--- config.mk ---
export PLATFORM = sky130hd
export DESIGN_NAME = cnsu_fifo
export DESIGN_NICKNAME = d
export VERILOG_FILES = /design/src/sv/cnsu_fifo.sv
export SDC_FILE = /design/constraint.sdc
export NUM_CORES = 1
export LEC_CHECK = 0
export CAP_MARGIN = 0
export CORE_ASPECT_RATIO = 0.6
export CORE_MARGIN = 2
export CORE_UTILIZATION = 50
export CTS_BUF_LIST = sky130_fd_sc_hd__clkbuf_8
export DETAILED_ROUTE_END_ITERATION = 8
export DONT_BUFFER_PORTS = 1
export PLACE_DENSITY = 0.73
export SYNTH_ARGS = -nofsm -noshare
export SYNTH_HDL_FRONTEND = slang
export SYNTH_SLANG_ARGS = --single-unit
--- constraint.sdc ---
create_clock -name clk -period 3.95 [get_ports clk]
set_clock_uncertainty 0.1 [all_clocks]
set_input_delay 0.1975 -clock clk [delete_from_list [all_inputs] [get_ports clk]]
set_output_delay 0.1975 -clock clk [all_outputs]
set_load 0.1 [all_outputs]
--- src/sv/cnsu_fifo.sv ---
// small flop based queue
module cnsu_fifo #(
    parameter int WIDTH = 32,
    parameter int DEPTH = 2
) (
    input  logic             clk,
    input  logic             rst_n,
    input  logic             push,
    input  logic [WIDTH-1:0] wdata,
    input  logic             pop,
    output logic [WIDTH-1:0] rdata,
    output logic             full,
    output logic             empty
);

    localparam int PW = (DEPTH > 1) ? $clog2(DEPTH) : 1;
    localparam int CW = $clog2(DEPTH + 1);

    logic [WIDTH-1:0] mem_reg [DEPTH];
    logic [PW-1:0]    wr_ptr_reg, wr_ptr_next;
    logic [PW-1:0]    rd_ptr_reg, rd_ptr_next;
    logic [CW-1:0]    count_reg, count_next;
    logic             do_push;
    logic             do_pop;

    assign full    = (count_reg == CW'(DEPTH));
    assign empty   = (count_reg == '0);
    assign do_push = push && !full;
    assign do_pop  = pop && !empty;
    assign rdata   = mem_reg[rd_ptr_reg];

    always_comb
    begin
        wr_ptr_next = wr_ptr_reg;
        rd_ptr_next = rd_ptr_reg;
        count_next  = count_reg;
        if (do_push)
        begin
            wr_ptr_next = (wr_ptr_reg == PW'(DEPTH - 1)) ? '0 : wr_ptr_reg + PW'(1);
        end
        if (do_pop)
        begin
            rd_ptr_next = (rd_ptr_reg == PW'(DEPTH - 1)) ? '0 : rd_ptr_reg + PW'(1);
        end
        if (do_push && !do_pop)
        begin
            count_next = count_reg + CW'(1);
        end
        else if (do_pop && !do_push)
        begin
            count_next = count_reg - CW'(1);
        end
    end

    always_ff @(posedge clk or negedge rst_n)
    begin
        if (!rst_n)
        begin
            wr_ptr_reg <= '0;
            rd_ptr_reg <= '0;
            count_reg  <= '0;
        end
        else
        begin
            wr_ptr_reg <= wr_ptr_next;
            rd_ptr_reg <= rd_ptr_next;
            count_reg  <= count_next;
        end
    end

    always_ff @(posedge clk)
    begin
        if (do_push)
        begin
            mem_reg[wr_ptr_reg] <= wdata;
        end
    end

endmodule

==> impl_metrics.prom, run 1 <==
# TYPE chip_impl_metric gauge
chip_impl_info{name="result_of_the_run",value="completed"} 1
chip_impl_metric{name="die_h",unit="µm"} 60.49
chip_impl_metric{name="routed_via_density",unit=""} 5.022
chip_impl_metric{name="drt-total-wl",unit="µm"} 4014
chip_impl_metric{name="timing.reg2reg.setup_slack",unit="ps"} 1930
chip_impl_metric{name="worst-endpoint-required",unit="ps"} 3650
chip_impl_metric{name="antenna_left",unit=""} 0
chip_impl_metric{name="syn_to_final_growth",unit="%"} 21.74
chip_impl_info{name="hold_path_class",value="primary input to register"} 1
chip_impl_metric{name="numCtsBuffers",unit=""} 9
chip_impl_metric{name="post_synth.cell_area_avg",unit="µm²"} 22.34
chip_impl_info{name="crit_type",value="register to output pin"} 1
chip_impl_metric{name="die_width",unit="µm"} 98.14
chip_impl_metric{name="first_global_vias",unit=""} 1173
chip_impl_metric{name="flip_flop_count_of_the_largest_register_after_layout",unit=""} 64
chip_impl_metric{name="die_area",unit="µm²"} 5936
chip_impl_metric{name="grt.overflow.total",unit=""} 0
chip_impl_metric{name="synthesized_netlist_cell_count",unit=""} 119
chip_impl_metric{name="port_buffers",unit=""} 0
chip_impl_metric{name="setup_viol",unit=""} 0
chip_impl_metric{name="timing_hold_violations_final",unit=""} 0
chip_impl_metric{name="drcViolationCount",unit=""} 0
chip_impl_metric{name="globalRouteTotalUtil",unit=""} 0.1442
chip_impl_metric{name="routed-via-count",unit=""} 1165
chip_impl_metric{name="clock_period_minus_worst_slack",unit="ps"} 2324
chip_impl_metric{name="grt_first_pass_wirelength",unit="µm"} 5927
chip_impl_info{name="hp-start",value="push"} 1
chip_impl_metric{name="clk_transition_reported_paths",unit="ps"} 60
chip_impl_info{name="r2r-end",value="mem_reg[0][26]"} 1
chip_impl_metric{name="initial_utilization",unit=""} 0.5208
chip_impl_metric{name="io-pin-count",unit=""} 70
chip_impl_info{name="cts_tree",value="done"} 1
chip_impl_metric{name="clock_sink_count",unit=""} 68
chip_impl_info{name="end_kind",value="output pin"} 1
chip_impl_metric{name="cts_hold_repair.buffers",unit=""} 34
chip_impl_metric{name="cts_setup_buffers",unit=""} 0
chip_impl_metric{name="post_route_cells_drive_above_1_share",unit=""} 0.2952
chip_impl_metric{name="mappedNetlistNets",unit=""} 156
chip_impl_metric{name="yosysWarningCount",unit=""} 0
chip_impl_metric{name="timing.critical_path.slowest_cell_delay",unit="ps"} 1010
chip_impl_info{name="rsz0062_at_grt",value="false"} 1
chip_impl_info{name="timing.critical_path.cells",value="mux2_2"} 1
chip_impl_metric{name="critical_path_buf_inv_count",unit=""} 0
chip_impl_metric{name="max_clock_freq",unit="MHz"} 430.3
chip_impl_info{name="cpMaxStageDelayCell",value="sky130_fd_sc_hd__dfrtp_2"} 1
chip_impl_metric{name="drc_violation_total_after_the_first_tritonroute_iteration",unit=""} 36
chip_impl_metric{name="largest_net_degree_at_the_start_of_global_routing",unit=""} 34
chip_impl_metric{name="filler_cell_count",unit=""} 349
chip_impl_metric{name="crit_fanout",unit=""} 33
chip_impl_metric{name="grt_antenna_before_repair",unit=""} 0
chip_impl_metric{name="synth-seq-cells",unit=""} 68
chip_impl_metric{name="period_share",unit=""} 0.5883
chip_impl_metric{name="relSlewSlack",unit=""} 0.2668
chip_impl_metric{name="cts_buffer_depth",unit=""} 2
chip_impl_metric{name="max_transition_viols_final",unit=""} 0
chip_impl_metric{name="core-area",unit="µm²"} 5105
chip_impl_metric{name="cp_data_arrival_time",unit="ps"} 2030
chip_impl_metric{name="finalWorstSetupSlack",unit="ps"} 1626
chip_impl_metric{name="unique_cell_type_count_in_the_yosys_netlist",unit=""} 15
chip_impl_metric{name="antenna_cells_inserted",unit=""} 0
chip_impl_info{name="hold_end",value="wr_ptr_reg"} 1
chip_impl_metric{name="register_area",unit="µm²"} 2023
chip_impl_metric{name="ctsHtreeMaxLevel",unit=""} 3
chip_impl_metric{name="worst_hold_stages",unit=""} 2
chip_impl_info{name="r2r_start",value="count_reg[0]"} 1
chip_impl_metric{name="timing_worst_slew_pin_value",unit="ps"} 1099
chip_impl_metric{name="drt_first_pass_iters",unit=""} 4
chip_impl_metric{name="finalWeightedCongestion",unit=""} 0.6382
chip_impl_info{name="cts-root-buf",value="sky130_fd_sc_hd__clkbuf_8"} 1
chip_impl_metric{name="worst-r2r-cell-count",unit=""} 3
chip_impl_metric{name="clock_latency",unit="ps"} 320
chip_impl_metric{name="cts_repair_resized_insts",unit=""} 0
chip_impl_info{name="critPathTopFamily",value="flip-flops"} 1
chip_impl_metric{name="avgRoutedWirePerCell",unit="µm"} 17.30
chip_impl_metric{name="setup_tns",unit="ps"} 0
chip_impl_metric{name="pre_cts_ws",unit="ps"} 1907
chip_impl_metric{name="post_synth_instance_area",unit="µm²"} 2659
chip_impl_metric{name="multiInputGateArea",unit="µm²"} 568.0
chip_impl_metric{name="row_count",unit=""} 20
chip_impl_info{name="crit_path_start_kind",value="register"} 1
chip_impl_metric{name="seq_area_frac_synth",unit=""} 0.7605
chip_impl_metric{name="drv_cap",unit=""} 0
chip_impl_metric{name="final_nets",unit=""} 198
[layer usage]
metal	global-route usage	vias up	share of wire
met5	0	-	0
met3	0.08641	6	0.10
met4	0.06458	0	0.011
met1	0.1451	567	0.38
met2	0.2505	48	0.50
li1	-	544	-
[layout by cell type, fill, tap and decap left out, types with 2 or more instances in the layout]
master                          netlist  layout
sky130_fd_sc_hd__mux2_2               3       3
sky130_fd_sc_hd__edfxtp_1            64      64
sky130_fd_sc_hd__inv_1                2       4
sky130_fd_sc_hd__clkbuf_8             0       9
sky130_fd_sc_hd__mux2_4              29      29
sky130_fd_sc_hd__xor2_1               2       2
sky130_fd_sc_hd__bufinv_16            0       2
sky130_fd_sc_hd__dlygate4sd3_1        0      34
sky130_fd_sc_hd__dfrtp_1              4       3
sky130_fd_sc_hd__xnor2_1              3       3
[synth_stat cells, drive strengths merged]
cell type  instances  share of area
and3               1         0.0024
buf                4          0.027
dfrtp              4          0.038
edfxtp            64           0.72
ha                 1         0.0047
inv                2         0.0028
mux2              32           0.18
nand2              1         0.0014
nand2b             1         0.0024
nor2               3         0.0042
o21ai              1         0.0019
xnor2              3         0.0099
xor2               2         0.0066
[cells by family after synthesis]
group                      synth area share
DFF                                  0.7605
muxes                                0.1765
buffers and inverters               0.02965
and+or+nand+nor                     0.01035
xor gates and xnor gates            0.01647
AOI/OAI and AO/OA                  0.001881
adders and majority gates          0.004705
[final cells by class]
type	instances	share of cell area
sequential	68	0.6250
multi-input combinational	45	0.1755
timing repair buffer	35	0.1075
clock buffer	9	0.03827
clock inverter	7	0.02590
tap	66	0.02551
inverter	2	0.002319
[through the flow]
step / cells / area, µm² / utilization / hold WS (ps)
finish: 232 / 3237 / 0.6341 / 40.76
global route: 232 / 3237 / 0.6341 / 22.16
CTS: 232 / 3237 / 0.6341 / 19.87
detailed placement: 182 / 2689 / 0.5267 / -198.0
global placement: 182 / 2689 / 0.5267 / -198.0
floorplan: 119 / 2659 / - / -198.1
[how the worst max path moves through the flow]
stage / start / endpoint / slack [ps] / cells after the start
2_1_floorplan: count_reg[0] / mem_reg[0][0] / 1430 / 3
3_3_place_gp: rd_ptr_reg / rdata[10] / 1970 / 1
3_5_place_dp: count_reg[0] / mem_reg[0][25] / 1910 / 3
4_1_cts: rd_ptr_reg / rdata[9] / 1590 / 1
5_1_grt: rd_ptr_reg / rdata[10] / 1520 / 1
6_report: rd_ptr_reg / rdata[9] / 1630 / 1
Power of run 1 is left out: the tool's default activity adds up to more than one toggle a clock period on the data nets, which glitch-free logic cannot reach.
==> run 2, diff against run 1 <==
==> constraint.sdc (replaced) <==
create_clock -name clk -period 2.4 [get_ports clk]
set_clock_uncertainty 0.1 [all_clocks]
set_input_delay 0.12 -clock clk [delete_from_list [all_inputs] [get_ports clk]]
set_output_delay 0.12 -clock clk [all_outputs]
set_load 0.1 [all_outputs]
==> impl_metrics.prom, run 2 (synthesis gave the netlist of run 1 again) <==
# TYPE chip_impl_metric gauge
chip_impl_info{name="result_of_the_run",value="completed"} 1
chip_impl_metric{name="worst-endpoint-required",unit="ps"} 2180
chip_impl_metric{name="die_width",unit="µm"} 98.14
chip_impl_metric{name="row_count",unit=""} 20
chip_impl_metric{name="port_buffers",unit=""} 0
chip_impl_metric{name="crit_fanout",unit=""} 5
chip_impl_metric{name="finalWeightedCongestion",unit=""} 0.7025
chip_impl_info{name="r2r-end",value="mem_reg[0][8]"} 1
chip_impl_metric{name="grt.overflow.total",unit=""} 0
chip_impl_info{name="rsz0062_at_grt",value="false"} 1
chip_impl_info{name="crit_type",value="register to output pin"} 1
chip_impl_metric{name="routed_via_density",unit=""} 5.055
chip_impl_info{name="crit_path_end",value="full"} 1
chip_impl_metric{name="drt_first_pass_iters",unit=""} 3
chip_impl_metric{name="routed-via-count",unit=""} 1198
chip_impl_metric{name="max_clock_freq",unit="MHz"} 545.4
chip_impl_metric{name="clock_latency",unit="ps"} 320
chip_impl_metric{name="initial_utilization",unit=""} 0.5208
chip_impl_metric{name="antenna_left",unit=""} 0
chip_impl_metric{name="timing_hold_violations_final",unit=""} 0
chip_impl_metric{name="setup_viol",unit=""} 0
chip_impl_info{name="timing.critical_path.cells",value="nand2b_1, inv_1"} 1
chip_impl_metric{name="relSlewSlack",unit=""} 0.4376
chip_impl_info{name="critical_path.startpoint",value="count_reg[0]"} 1
chip_impl_metric{name="die_h",unit="µm"} 60.49
chip_impl_info{name="cpMaxStageDelayCell",value="sky130_fd_sc_hd__inv_1"} 1
chip_impl_metric{name="cts_setup_buffers",unit=""} 0
chip_impl_metric{name="syn_to_final_growth",unit="%"} 21.60
chip_impl_metric{name="timing.critical_path.slowest_cell_delay",unit="ps"} 630
chip_impl_info{name="top_library_cells_by_usage_in_the_layout_fill_and_taps_aside",value="64 x sky130_fd_sc_hd__edfxtp_1, 36 x sky130_fd_sc_hd__dlygate4sd3_1, 29 x sky130_fd_sc_hd__mux2_4"} 1
chip_impl_metric{name="max_transition_viols_final",unit=""} 0
chip_impl_metric{name="io-pin-count",unit=""} 70
chip_impl_metric{name="first_global_vias",unit=""} 1293
chip_impl_metric{name="globalRouteTotalUtil",unit=""} 0.1468
chip_impl_info{name="hold_path_class",value="primary input to register"} 1
chip_impl_metric{name="drc_violation_total_after_the_first_tritonroute_iteration",unit=""} 28
chip_impl_metric{name="clk_transition_reported_paths",unit="ps"} 60
chip_impl_metric{name="grt_first_pass_wirelength",unit="µm"} 6099
chip_impl_metric{name="final_util",unit=""} 0.6333
chip_impl_metric{name="cts_buffer_depth",unit=""} 2
chip_impl_metric{name="register_area",unit="µm²"} 2023
chip_impl_info{name="end_kind",value="output pin"} 1
chip_impl_metric{name="worst-r2r-cell-count",unit=""} 4
chip_impl_metric{name="die_area",unit="µm²"} 5936
chip_impl_metric{name="period_share",unit=""} 0.7640
chip_impl_metric{name="antenna_cells_inserted",unit=""} 0
chip_impl_metric{name="multiInputGateArea",unit="µm²"} 568.0
chip_impl_metric{name="avgRoutedWirePerCell",unit="µm"} 17.33
chip_impl_metric{name="flip_flop_count_of_the_largest_register_after_layout",unit=""} 64
chip_impl_info{name="cts_tree",value="done"} 1
chip_impl_metric{name="drv_cap",unit=""} 0
chip_impl_metric{name="final_nets",unit=""} 205
chip_impl_metric{name="ctsHtreeMaxLevel",unit=""} 3
chip_impl_metric{name="detailed_place_hpwl",unit="µm"} 2681
chip_impl_metric{name="core-area",unit="µm²"} 5105
chip_impl_metric{name="numCtsBuffers",unit=""} 9
chip_impl_metric{name="post_route_cells_drive_above_1_share",unit=""} 0.3099
chip_impl_metric{name="grt_antenna_before_repair",unit=""} 0
chip_impl_metric{name="cp_data_arrival_time",unit="ps"} 1610
chip_impl_metric{name="drt-total-wl",unit="µm"} 4108
chip_impl_metric{name="filler_cell_count",unit=""} 365
chip_impl_info{name="crit_path_start_kind",value="register"} 1
chip_impl_info{name="cts-root-buf",value="sky130_fd_sc_hd__clkbuf_8"} 1
chip_impl_metric{name="clock_period_minus_worst_slack",unit="ps"} 1834
chip_impl_metric{name="drcViolationCount",unit=""} 0
chip_impl_info{name="layout_commonest_cell",value="sky130_fd_sc_hd__edfxtp_1"} 1
chip_impl_metric{name="timing_worst_slew_pin_value",unit="ps"} 842.6
chip_impl_info{name="r2r_start",value="count_reg[0]"} 1
chip_impl_metric{name="clock_sink_count",unit=""} 68
chip_impl_metric{name="largest_net_degree_at_the_start_of_global_routing",unit=""} 33
chip_impl_metric{name="setup_tns",unit="ps"} 0
chip_impl_metric{name="timing.reg2reg.setup_slack",unit="ps"} 660
==> run 2: how the worst min path moves through the flow <==
stage | from | slack, ps | end | cells past startpoint
floorplan | rst_n | -280 | count_reg[0] | 0
global placement | rst_n | -280 | count_reg[1] | 0
detailed placement | rst_n | -280 | count_reg[1] | 0
CTS | push | 280 | mem_reg[1][8] | 2
global route | push | 300 | mem_reg[1][20] | 2
finish | push | 290 | mem_reg[1][10] | 2
==> run 2: what timing repair did <==
action	in CTS	in global routing
gates resized for setup	0	0
hold buffers	36	0
hold endpoints to repair	70	0
==> run 2: layer usage <==
metal	vias to the layer above	track usage	wire length, µm
met4	0	0.03523	18
met5	-	0	0
li1	554	-	-
met1	586	0.1317	1407
met2	56	0.2671	2172
met3	2	0.1152	511
==> run 2: through the flow <==
step	area, µm²	setup WS, ps	hold slack [ps]	std cells
final	3233	566.5	294.5	237
after global routing	3233	479.0	298.2	237
after CTS	3233	544.1	283.7	237
after detailed placement	2726	648.4	-275.5	187
after global placement	2726	768.6	-275.4	187
after floorplan	2661	400.4	-275.6	119
==> run 2: area by class of cell <==
type                            count  share of cell area
Multi-Input combinational cell     45              0.1757
Sequential cell                    68              0.6258
Tap cell                           66             0.02554
Clock inverter                      5            0.006966
Clock buffer                        9             0.03831
Inverter                            2            0.002322
Timing Repair Buffer               42              0.1254
==> run 2: worst max-delay path: cells and delay by family (launching register included) <==
| family | cells | cell delay [ps] |
|---|---|---|
| and+or+nand+nor | 1 | 210 |
| buffers and inverters | 1 | 630 |
| DFF | 1 | 450 |
Power of run 2 is left out for the same reason.
