$ cat config.mk
export PLATFORM = sky130hd
export DESIGN_NAME = cnsu_front
export DESIGN_NICKNAME = d
export VERILOG_FILES = /design/src/sv/cnsu_pkg.sv /design/src/sv/cnsu_front.sv
export SDC_FILE = /design/constraint.sdc
export NUM_CORES = 1
export LEC_CHECK = 0
export ABC_CLOCK_PERIOD_IN_PS = 5800
export BUFFER_PORTS_ARGS = -buffer_cell sky130_fd_sc_hd__buf_4
export CAP_MARGIN = 20
export CORE_ASPECT_RATIO = 0.7
export CORE_MARGIN = 4
export CORE_UTILIZATION = 25
export CTS_CLUSTER_SIZE = 28
export DETAILED_ROUTE_END_ITERATION = 12
export GPL_TIMING_DRIVEN = 0
export PLACE_DENSITY = 0.45
export SLEW_MARGIN = 25
export SYNTH_ARGS = -nofsm -noshare
export SYNTH_HDL_FRONTEND = slang
export SYNTH_SLANG_ARGS = --single-unit
$ cat constraint.sdc
create_clock -name clk -period 5.8 [get_ports clk]
set_input_delay 0.87 -clock clk [delete_from_list [all_inputs] [get_ports clk]]
set_output_delay 0.87 -clock clk [all_outputs]
set_load 0.03 [all_outputs]
$ cat src/sv/cnsu_pkg.sv
// shared types and constants of the cross neighbour sum stencil
package cnsu_pkg;

    localparam int PIX_W   = 32;
    localparam int CFG_W   = 11;
    localparam int OUT_W   = 10;
    // column width carried between front and back, enough for the largest image
    localparam int COORD_W = 12;

    typedef struct packed {
        logic emit_up;
        logic up_copy;
        logic emit_copy;
        logic eoi;
    } cls_t;

    typedef struct packed {
        logic [PIX_W-1:0]   x;
        logic [COORD_W-1:0] col;
        logic [OUT_W-1:0]   row_up;
        logic [OUT_W-1:0]   row_cur;
        cls_t               cls;
    } item_t;

    typedef struct packed {
        logic [OUT_W-1:0] row;
        logic [OUT_W-1:0] col;
        logic [PIX_W-1:0] value;
        logic             last_of_run;
        logic             end_of_image;
    } res_t;

endpackage

$ cat src/sv/cnsu_front.sv
// front end: size register, raster counters and classification of each pixel
module cnsu_front #(
    parameter int MAX_IMAGE_SIZE = 1024
) (
    input  logic                       clk,
    input  logic                       rst_n,
    input  logic                       push,
    output logic                       full,
    input  logic [cnsu_pkg::PIX_W-1:0] pixel_value,
    input  logic                       cfg_we,
    input  logic [cnsu_pkg::CFG_W-1:0] image_size,
    input  logic                       q_full,
    output logic                       q_push,
    output cnsu_pkg::item_t            q_item
);

    localparam int AW = $clog2(MAX_IMAGE_SIZE);
    localparam int NW = $clog2(MAX_IMAGE_SIZE + 1);

    logic [NW-1:0] size_reg, size_next;
    logic [AW-1:0] row_reg, row_next;
    logic [AW-1:0] col_reg, col_next;
    logic [NW-1:0] last_idx;
    logic          col_last;
    logic          row_last;
    logic [31:0]   row_wide;
    logic [31:0]   row_up_wide;

    function automatic logic [NW-1:0] clamp_size(input logic [cnsu_pkg::CFG_W-1:0] s);
        logic [31:0] w;
        w = 32'(s);
        if (w < 32'd3)
        begin
            w = 32'd3;
        end
        else if (w > 32'(MAX_IMAGE_SIZE))
        begin
            w = 32'(MAX_IMAGE_SIZE);
        end
        return w[NW-1:0];
    endfunction

    assign full     = q_full;
    assign q_push   = push && !q_full;
    assign last_idx = size_reg - NW'(1);
    assign col_last = (NW'(col_reg) == last_idx);
    assign row_last = (NW'(row_reg) == last_idx);

    assign row_wide    = 32'(row_reg);
    assign row_up_wide = row_wide - 32'd1;

    always_comb
    begin
        q_item.x             = pixel_value;
        q_item.col           = cnsu_pkg::COORD_W'(col_reg);
        q_item.row_up        = row_up_wide[cnsu_pkg::OUT_W-1:0];
        q_item.row_cur       = row_wide[cnsu_pkg::OUT_W-1:0];
        q_item.cls.emit_up   = (row_reg != '0);
        q_item.cls.up_copy   = (row_reg == AW'(1)) || (col_reg == '0) || col_last;
        q_item.cls.emit_copy = row_last;
        q_item.cls.eoi       = row_last && col_last;
    end

    always_comb
    begin
        size_next = size_reg;
        row_next  = row_reg;
        col_next  = col_reg;
        if (cfg_we)
        begin
            size_next = clamp_size(image_size);
            row_next  = '0;
            col_next  = '0;
        end
        else if (q_push)
        begin
            if (col_last)
            begin
                col_next = '0;
                row_next = row_last ? '0 : row_reg + AW'(1);
            end
            else
            begin
                col_next = col_reg + AW'(1);
            end
        end
    end

    always_ff @(posedge clk or negedge rst_n)
    begin
        if (!rst_n)
        begin
            size_reg <= clamp_size(cnsu_pkg::CFG_W'(256));
            row_reg  <= '0;
            col_reg  <= '0;
        end
        else
        begin
            size_reg <= size_next;
            row_reg  <= row_next;
            col_reg  <= col_next;
        end
    end

endmodule

==> results of run 1 <==
-- Yosys cell counts, types with 2 or more instances --
| library cell | instances | share of area |
|---|---|---|
| sky130_fd_sc_hd__buf_4 | 36 | 0.091 |
| sky130_fd_sc_hd__dfrtp_1 | 30 | 0.25 |
| sky130_fd_sc_hd__nand2_1 | 27 | 0.034 |
| sky130_fd_sc_hd__nor2_1 | 25 | 0.031 |
| sky130_fd_sc_hd__inv_1 | 22 | 0.028 |
| sky130_fd_sc_hd__clkbuf_1 | 20 | 0.025 |
| sky130_fd_sc_hd__xnor2_1 | 20 | 0.059 |
| sky130_fd_sc_hd__nand3_1 | 16 | 0.027 |
| sky130_fd_sc_hd__nor4_1 | 14 | 0.029 |
| sky130_fd_sc_hd__xor2_1 | 14 | 0.041 |
| sky130_fd_sc_hd__o21ai_0 | 11 | 0.018 |
| sky130_fd_sc_hd__o21ai_1 | 11 | 0.018 |
| sky130_fd_sc_hd__and3_1 | 10 | 0.021 |
| sky130_fd_sc_hd__a21oi_1 | 9 | 0.015 |
| sky130_fd_sc_hd__a32o_1 | 9 | 0.030 |
| sky130_fd_sc_hd__nor2b_1 | 8 | 0.017 |
| sky130_fd_sc_hd__ha_1 | 7 | 0.029 |
| sky130_fd_sc_hd__nand3b_1 | 7 | 0.018 |
| sky130_fd_sc_hd__nor3_1 | 7 | 0.012 |
| sky130_fd_sc_hd__o2bb2ai_1 | 5 | 0.015 |
| sky130_fd_sc_hd__nand4_1 | 4 | 0.0084 |
| sky130_fd_sc_hd__or3_1 | 4 | 0.0084 |
| sky130_fd_sc_hd__a31oi_1 | 3 | 0.0063 |
| sky130_fd_sc_hd__buf_1 | 3 | 0.0038 |
| sky130_fd_sc_hd__nand2b_1 | 3 | 0.0063 |
| sky130_fd_sc_hd__nand4b_1 | 3 | 0.0088 |
| sky130_fd_sc_hd__o31ai_1 | 3 | 0.0076 |
| sky130_fd_sc_hd__a221oi_1 | 2 | 0.0059 |
| sky130_fd_sc_hd__a31o_1 | 2 | 0.0059 |
| sky130_fd_sc_hd__buf_2 | 2 | 0.0034 |
| sky130_fd_sc_hd__buf_6 | 2 | 0.0076 |
| sky130_fd_sc_hd__mux2_2 | 2 | 0.0076 |
| sky130_fd_sc_hd__o21bai_1 | 2 | 0.0050 |
-- per-layer routing --
metal / up-vias / part of all wire / GRT usage
met3: 2 / 0.048 / 0.02595
met4: 0 / 0.0032 / 0.01974
met5: - / 0 / 0
met1: 1358 / 0.51 / 0.2040
li1: 1450 / - / -
met2: 72 / 0.44 / 0.1994
-- stage by stage --
step / utilization / total power, µW
after floorplan: - / 393.9
after global placement: 0.3254 / 463.4
after detailed placement: 0.3254 / 464.9
after CTS: 0.3380 / 737.2
after global routing: 0.3380 / 768.3
final: 0.3380 / 728.7
-- final cells by class --
class                           instances  area (µm²)  share of cell area
Buffer                                 63       389.1             0.09851
Inverter                               22       82.58             0.02091
Sequential cell                        31       777.0              0.1967
Multi-Input combinational cell        256        1734              0.4390
Clock inverter                          1       5.005            0.001267
Clock buffer                            7       142.6             0.03611
Timing Repair Buffer                   83       623.1              0.1577
Tap cell                              157       196.4             0.04973
-- worst max-delay path by stage --
stage	to	cells past startpoint	start	slack, ns
floorplan	q_item[0]	10	size_reg[0]	2.28
global placement	q_item[0]	11	size_reg[0]	1.56
detailed placement	q_item[2]	11	size_reg[0]	1.58
CTS	q_item[2]	11	size_reg[0]	1.27
global route	q_item[0]	11	size_reg[0]	0.90
finish	q_item[2]	11	size_reg[0]	1.24
-- critical path: stages (launching register included) --
cell                       delay, ns
sky130_fd_sc_hd__dfrtp_1        0.37
sky130_fd_sc_hd__buf_6          0.13
sky130_fd_sc_hd__inv_1          0.07
sky130_fd_sc_hd__ha_1           0.24
sky130_fd_sc_hd__nor3b_1        0.62
sky130_fd_sc_hd__clkbuf_1       0.45
sky130_fd_sc_hd__nand3_1        0.16
sky130_fd_sc_hd__mux2_2         0.30
sky130_fd_sc_hd__o31ai_1        0.30
sky130_fd_sc_hd__nand4b_1       0.40
sky130_fd_sc_hd__nand3_1        0.20
sky130_fd_sc_hd__buf_4          0.18
-- cell families after synthesis --
group | Yosys count | synth area share
simple gates | 142 | 0.2743
buf+inv | 85 | 0.1583
compound gates | 68 | 0.1609
xor+xnor | 35 | 0.1075
flops | 31 | 0.2608
fa+ha+maj | 7 | 0.02940
mux | 2 | 0.007559
other cells | 1 | 0.001259
-- report_power, final --
group          internal (µW)  leakage, µW  switching, µW
logic                   94.7      0.00130            135
registers                224     0.000418           7.75
clock network            170    0.0000739           97.2
total                    489      0.00180            240
==> results.txt, run 1 <==
----------------------------------------------------
[Layout]
  Filler-free cell count of the finished design ... 620
  Max reg flops ... 11
  Area added between synthesis and finish ... 32.59%
  Most common cell after layout, fill and taps aside ... sky130_fd_sc_hd__buf_4
  # diodes ... 0
  Post-route cell area ... 3950 µm²
  Highest-count cells in the layout ignoring fill and taps ... sky130_fd_sc_hd__buf_4 (119), sky130_fd_sc_hd__dfrtp_1 (30), sky130_fd_sc_hd__nand2_1 (27)
  Number of filler cells placed in the layout ... 1258
  Ratio of cells with drive above 1 in the final layout ... 0.3045
  Count of nets after finishing ... 517

[Timing]
  Final Cycle Share ... 0.7855
  Slack of the critical path ... 1.244 ns
  Max transition margin ... 0.3670
  Unrepaired setup endpoints after global routing ... false
  Clk_skew ... 0.008061 ns
  Worst Max-Slew Pin Slew ... 0.9423 ns
  Number of max-slew violations in the final report ... 0
  Time the worst path needs with I/O delays and setup ... 4.556 ns
  Worst hold slack across all endpoints ... 0.5392 ns
  Final sum of negative setup slack ... 0 ns
  FMAX ... 219.5 MHz
  Final setup violation count ... 0
  Fin. Hold Viols ... 0

[Critical path]
  Crit Path Category ... flip-flop to output pin
  Worst path arrival time ... 3.69 ns
  Critical Path RT ... 4.93 ns
  Nature of the critical path endpoint ... output pin
  Beginning of the worst register-to-register path ... size_reg[0]
  Internal reg-to-reg setup slack ... 2.00 ns
  Crit path max fanout ... 10
  Cells on worst reg2reg path ... 11
  Element type at the critical path start ... flip-flop
  Endpoint of the most critical register-to-register path ... row_reg[0]

[Synth]
  Async set-reset flop share out of synthesis ... 1.000
  Post-synthesis register bit count ... 31
  Sequential fraction of the synthesis area ... 0.2608
  Total number of yosys warnings ... 0
  Synthesized cell area ... 2979 µm²
  Syn_area_per_cell ... 8.030 µm²
  Most common flop cell mapped by yosys ... sky130_fd_sc_hd__dfrtp_1
  EDFF count, synth ... 0
  Gate Count Post-Synth ... 371
  Count of distinct cell types in the synthesized netlist ... 61

[Global routing]
  Maximum number of pins on one net before global-route repair ... 32
  Number of global-route vias before repair ... 2748
  Number of antenna violations at the first check in global routing ... 0
  First-pass GRT wire length ... 14970 µm
  Global router's overall resource usage ... 0.1340
  Total gr overflow ... 0

[Clocking]
  Number of instances resized during post-cts repair ... 0
  Total number of clock tree sinks ... 31
  CTS H-tree depth ... 2
  Number of setup buffers added after CTS ... 0
  CTS max path bufs ... 2
  TritonCTS clock tree ... yes
  Clock transition time at the flip-flop clock pins of the worst setup and hold paths ... 0.06 ns
  Insertion delay to the later sink of the worst-skew pair ... 0.28 ns
  Inserted Clock Buffers ... 5
  Root buf cell ... sky130_fd_sc_hd__clkbuf_16
  Count of hold buffers inserted by post-cts repair ... 0

[Detailed routing]
  Drt wl/cell ... 15.50 µm
  Via/cell ratio ... 4.648
  Number of DRC markers after the initial detailed-route iteration ... 162
  Vias after detailed routing ... 2882
  DRT Wirelength ... 9609 µm
  Post-route DRC ... 0
  Antenna-violating nets left ... 0
  First-pass iteration count of the detailed router ... 5

[Floorplan]
  Area inside the core boundary ... 11690 µm²
  Initial core utilization ... 0.2550
  Die area ... 13750 µm²
  Die Wd ... 138.5 µm
  # IOs ... 118
  Number of rows in the core area ... 33
  Die Y-Extent ... 99.33 µm

[Place]
  Pre-CTS WS ... 1.578 ns
  Global placement routability congestion ... 0.8523
  Count of port buffers added during placement ... 83
  HPWL Detailed ... 7784 µm
  Placement Cell Area ... 3802 µm²
  Total placed cells including tap cells ... 612

[Worst hold path]
  Class of the worst hold path ... input port to async pin

[Pwr]
  Maximum resistive drop on vdd ... 0.0001160 V
  Power density cells ... 184.5 nW/µm²
  P_leak ... 0.001795 µW

[Run]
  Count of maximum capacitance violations ... 0

[Run status]
  Status ... finished, final reports clean

----------------------------------------------------
Note: power is estimated with default switching activity, not from simulation.
==> run 2: changes to the inputs <==
--- a/config.mk
+++ b/config.mk
@@ -5,7 +5,7 @@
 export SDC_FILE = /design/constraint.sdc
 export NUM_CORES = 1
 export LEC_CHECK = 0
-export ABC_CLOCK_PERIOD_IN_PS = 5800
+export ABC_CLOCK_PERIOD_IN_PS = 3700
 export BUFFER_PORTS_ARGS = -buffer_cell sky130_fd_sc_hd__buf_4
 export CAP_MARGIN = 20
 export CORE_ASPECT_RATIO = 0.7
@@ -14,7 +14,7 @@
 export CTS_CLUSTER_SIZE = 28
 export DETAILED_ROUTE_END_ITERATION = 12
 export GPL_TIMING_DRIVEN = 0
-export PLACE_DENSITY = 0.45
+export PLACE_DENSITY = 0.46
 export SLEW_MARGIN = 25
 export SYNTH_ARGS = -nofsm -noshare
 export SYNTH_HDL_FRONTEND = slang
==> constraint.sdc (replaced) <==
create_clock -name clk -period 3.7 [get_ports clk]
set_input_delay 0.555 -clock clk [delete_from_list [all_inputs] [get_ports clk]]
set_output_delay 0.555 -clock clk [all_outputs]
set_load 0.03 [all_outputs]
==> results.txt, run 2 (synthesized netlist as in run 1, its figures left out) <==
----------------------------------------------------
[Run status]
  Status ... finished, final reports clean (unchanged)

[Layout]
  Total area of multi-input combinational cells ... 1775 µm² (was 1734 µm²)
  Most common cell after layout, fill and taps aside ... sky130_fd_sc_hd__buf_4 (unchanged)
  Ratio of cells with drive above 1 in the final layout ... 0.3247 (was 0.3045)
  Count of nets after finishing ... 519 (was 517)
  Number of filler cells placed in the layout ... 1233 (was 1258)
  Filler-free cell count of the finished design ... 622 (was 620)
  # diodes ... 0 (unchanged)
  Highest-count cells in the layout ignoring fill and taps ... sky130_fd_sc_hd__buf_4 (122), sky130_fd_sc_hd__dfrtp_1 (30), sky130_fd_sc_hd__nand2_1 (27) (was sky130_fd_sc_hd__buf_4 (119), sky130_fd_sc_hd__dfrtp_1 (30), sky130_fd_sc_hd__nand2_1 (27))
  Area added between synthesis and finish ... 34.61% (was 32.59%)
  Max reg flops ... 11 (unchanged)
  Sequential cell area ... 777.0 µm² (unchanged)

[Place]
  Global placement routability congestion ... 0.8379 (was 0.8523)
  Pre-CTS WS ... -0.1974 ns (was 1.578 ns)
  HPWL Detailed ... 7752 µm (was 7784 µm)
  Count of port buffers added during placement ... 83 (unchanged)
  Total placed cells including tap cells ... 612 (unchanged)

[Timing]
  Number of max-slew violations in the final report ... 0 (unchanged)
  Time the worst path needs with I/O delays and setup ... 3.553 ns
  Final setup violation count ... 0 (unchanged)
  Final sum of negative setup slack ... 0 ns (unchanged)
  Max transition margin ... 0.3482 (was 0.3670)
  Clk_skew ... 0.004493 ns (was 0.008061 ns)
  Worst hold slack across all endpoints ... 0.2223 ns (was 0.5392 ns)
  Final Cycle Share ... 0.9603
  Slack of the critical path ... 0.1468 ns (was 1.244 ns)
  Fin. Hold Viols ... 0 (unchanged)
  Worst Max-Slew Pin Slew ... 0.9703 ns (was 0.9423 ns)
  FMAX ... 281.4 MHz
  Unrepaired setup endpoints after global routing ... false (unchanged)

[Pwr]
  P_leak ... 0.001817 µW (was 0.001795 µW)
  Overall power of the completed layout ... 1155 µW (was 728.7 µW)
  Power density cells ... 287.9 nW/µm² (was 184.5 nW/µm²)
  Maximum resistive drop on vdd ... 0.0001688 V (was 0.0001160 V)

[Clocking]
  Count of hold buffers inserted by post-cts repair ... 0 (unchanged)
  TritonCTS clock tree ... yes (unchanged)
  Root buf cell ... sky130_fd_sc_hd__clkbuf_16 (unchanged)
  Inserted Clock Buffers ... 5 (unchanged)
  Insertion delay to the later sink of the worst-skew pair ... 0.28 ns (about the same)
  CTS H-tree depth ... 2 (unchanged)
  Total number of clock tree sinks ... 31 (unchanged)
  CTS max path bufs ... 2 (unchanged)
  Clock transition time at the flip-flop clock pins of the worst setup and hold paths ... 0.05 ns (was 0.06 ns)

[Critical path]
  Cell with the biggest individual delay on the critical path ... sky130_fd_sc_hd__a2111oi_0 (was sky130_fd_sc_hd__nor3b_1)
  Crit Path Category ... flip-flop to output pin (unchanged)
  Top delay family on crit path ... simple AND/OR/NAND/NOR gates (unchanged)
  Crit path max fanout ... 10 (unchanged)
  Number of buffer and inverter stages on the critical path ... 3 (was 4)
  Beginning of the worst register-to-register path ... size_reg[7] (was size_reg[0])
  Cells on worst reg2reg path ... 8 (was 11)
  Worst path arrival time ... 3.00 ns (was 3.69 ns)
  Element type at the critical path start ... flip-flop (unchanged)
  Internal reg-to-reg setup slack ... 0.23 ns (was 2.00 ns)
  Endpoint of the most critical register-to-register path ... row_reg[0] (unchanged)
  Critical Path RT ... 3.14 ns (was 4.93 ns)
  Max stage delay on crit path ... 0.51 ns (was 0.62 ns)
  Nature of the critical path endpoint ... output pin (unchanged)
  Cell-by-cell trace of the critical path ... buf_2 -> or4_4 -> buf_6 -> o311a_1 -> a2111oi_0 -> nand4b_1 -> nor2_1 -> buf_4 (was buf_6 -> inv_1 -> ha_1 -> nor3b_1 -> clkbuf_1 -> nand3_1 -> mux2_2 -> o31ai_1 -> nand4b_1 -> nand3_1 -> buf_4)

[Detailed routing]
  Via/cell ratio ... 4.723 (was 4.648)
  DRT Wirelength ... 9637 µm (was 9609 µm)
  Drt wl/cell ... 15.49 µm (was 15.50 µm)
  Antenna-violating nets left ... 0 (unchanged)
  Post-route DRC ... 0 (unchanged)
  Vias after detailed routing ... 2938 (was 2882)
  Number of DRC markers after the initial detailed-route iteration ... 224 (was 162)
  First-pass iteration count of the detailed router ... 5 (unchanged)

[Global routing]
  Global router's overall resource usage ... 0.1322 (was 0.1340)
  Maximum number of pins on one net before global-route repair ... 32 (unchanged)
  Total gr overflow ... 0 (unchanged)
  Number of antenna violations at the first check in global routing ... 0 (unchanged)
  Number of global-route vias before repair ... 2675 (was 2748)
  First-pass GRT wire length ... 14800 µm (was 14970 µm)

[Floorplan]
  Die Y-Extent ... 99.33 µm (unchanged)
  Number of rows in the core area ... 33 (unchanged)
  Initial core utilization ... 0.2550 (unchanged)
  Area inside the core boundary ... 11690 µm² (unchanged)
  Die Wd ... 138.5 µm (unchanged)
  Die area ... 13750 µm² (unchanged)
  # IOs ... 118 (unchanged)

[Worst hold path]
  Class of the worst hold path ... input port to async pin (unchanged)

[Run]
  Count of maximum capacitance violations ... 0 (unchanged)

----------------------------------------------------
run 2: power by group:
| group | internal (µW) | leakage, µW | switching (µW) |
|---|---|---|---|
| Clock | 267 | 0.0000739 | 148 |
| Sequential | 351 | 0.000418 | 13.3 |
| Combinational | 159 | 0.00132 | 217 |
| Total | 776 | 0.00182 | 378 |
run 2: stage by stage:
step | utilization | instance area, µm²
after floorplan | - | 2983
after global routing | 0.3432 | 4010
final | 0.3432 | 4010
after global placement | 0.3254 | 3802
after CTS | 0.3404 | 3978
after detailed placement | 0.3254 | 3802
run 2: cell type report:
cell class	instances	share of cell area
clock buffer	7	0.03557
sequential	31	0.1938
inverter	22	0.02059
buffer	63	0.09797
timing repair buffer	85	0.1591
multi-input combinational	256	0.4427
tap	157	0.04899
clock inverter	1	0.001248
run 2: how the worst max path moves through the flow:
| stage | startpoint | endpoint | slack, ns | depth (start not counted) |
|---|---|---|---|---|
| final | size_reg[2] | q_item[0] | 0.15 | 8 |
| after global placement | size_reg[0] | q_item[2] | -0.26 | 11 |
| after CTS | size_reg[4] | q_item[0] | 0.05 | 8 |
| after floorplan | size_reg[0] | q_item[0] | 0.50 | 10 |
| after global routing | size_reg[2] | q_item[1] | 0.008 | 9 |
| after detailed placement | size_reg[0] | q_item[0] | -0.20 | 11 |
run 2: routing by layer:
metal / up-vias / global-route usage / routed length (µm)
met3: 4 / 0.01778 / 463
met2: 87 / 0.1987 / 4289
li1: 1456 / - / -
met1: 1391 / 0.2050 / 4854
met5: - / 0 / 0
met4: 0 / 0.01822 / 29
run 2: repair_timing:
item                       in CTS  in global routing
pin swaps                       1                  1
buffers inserted                1                  1
setup endpoints to repair      13                 13
resized for setup               4                  8
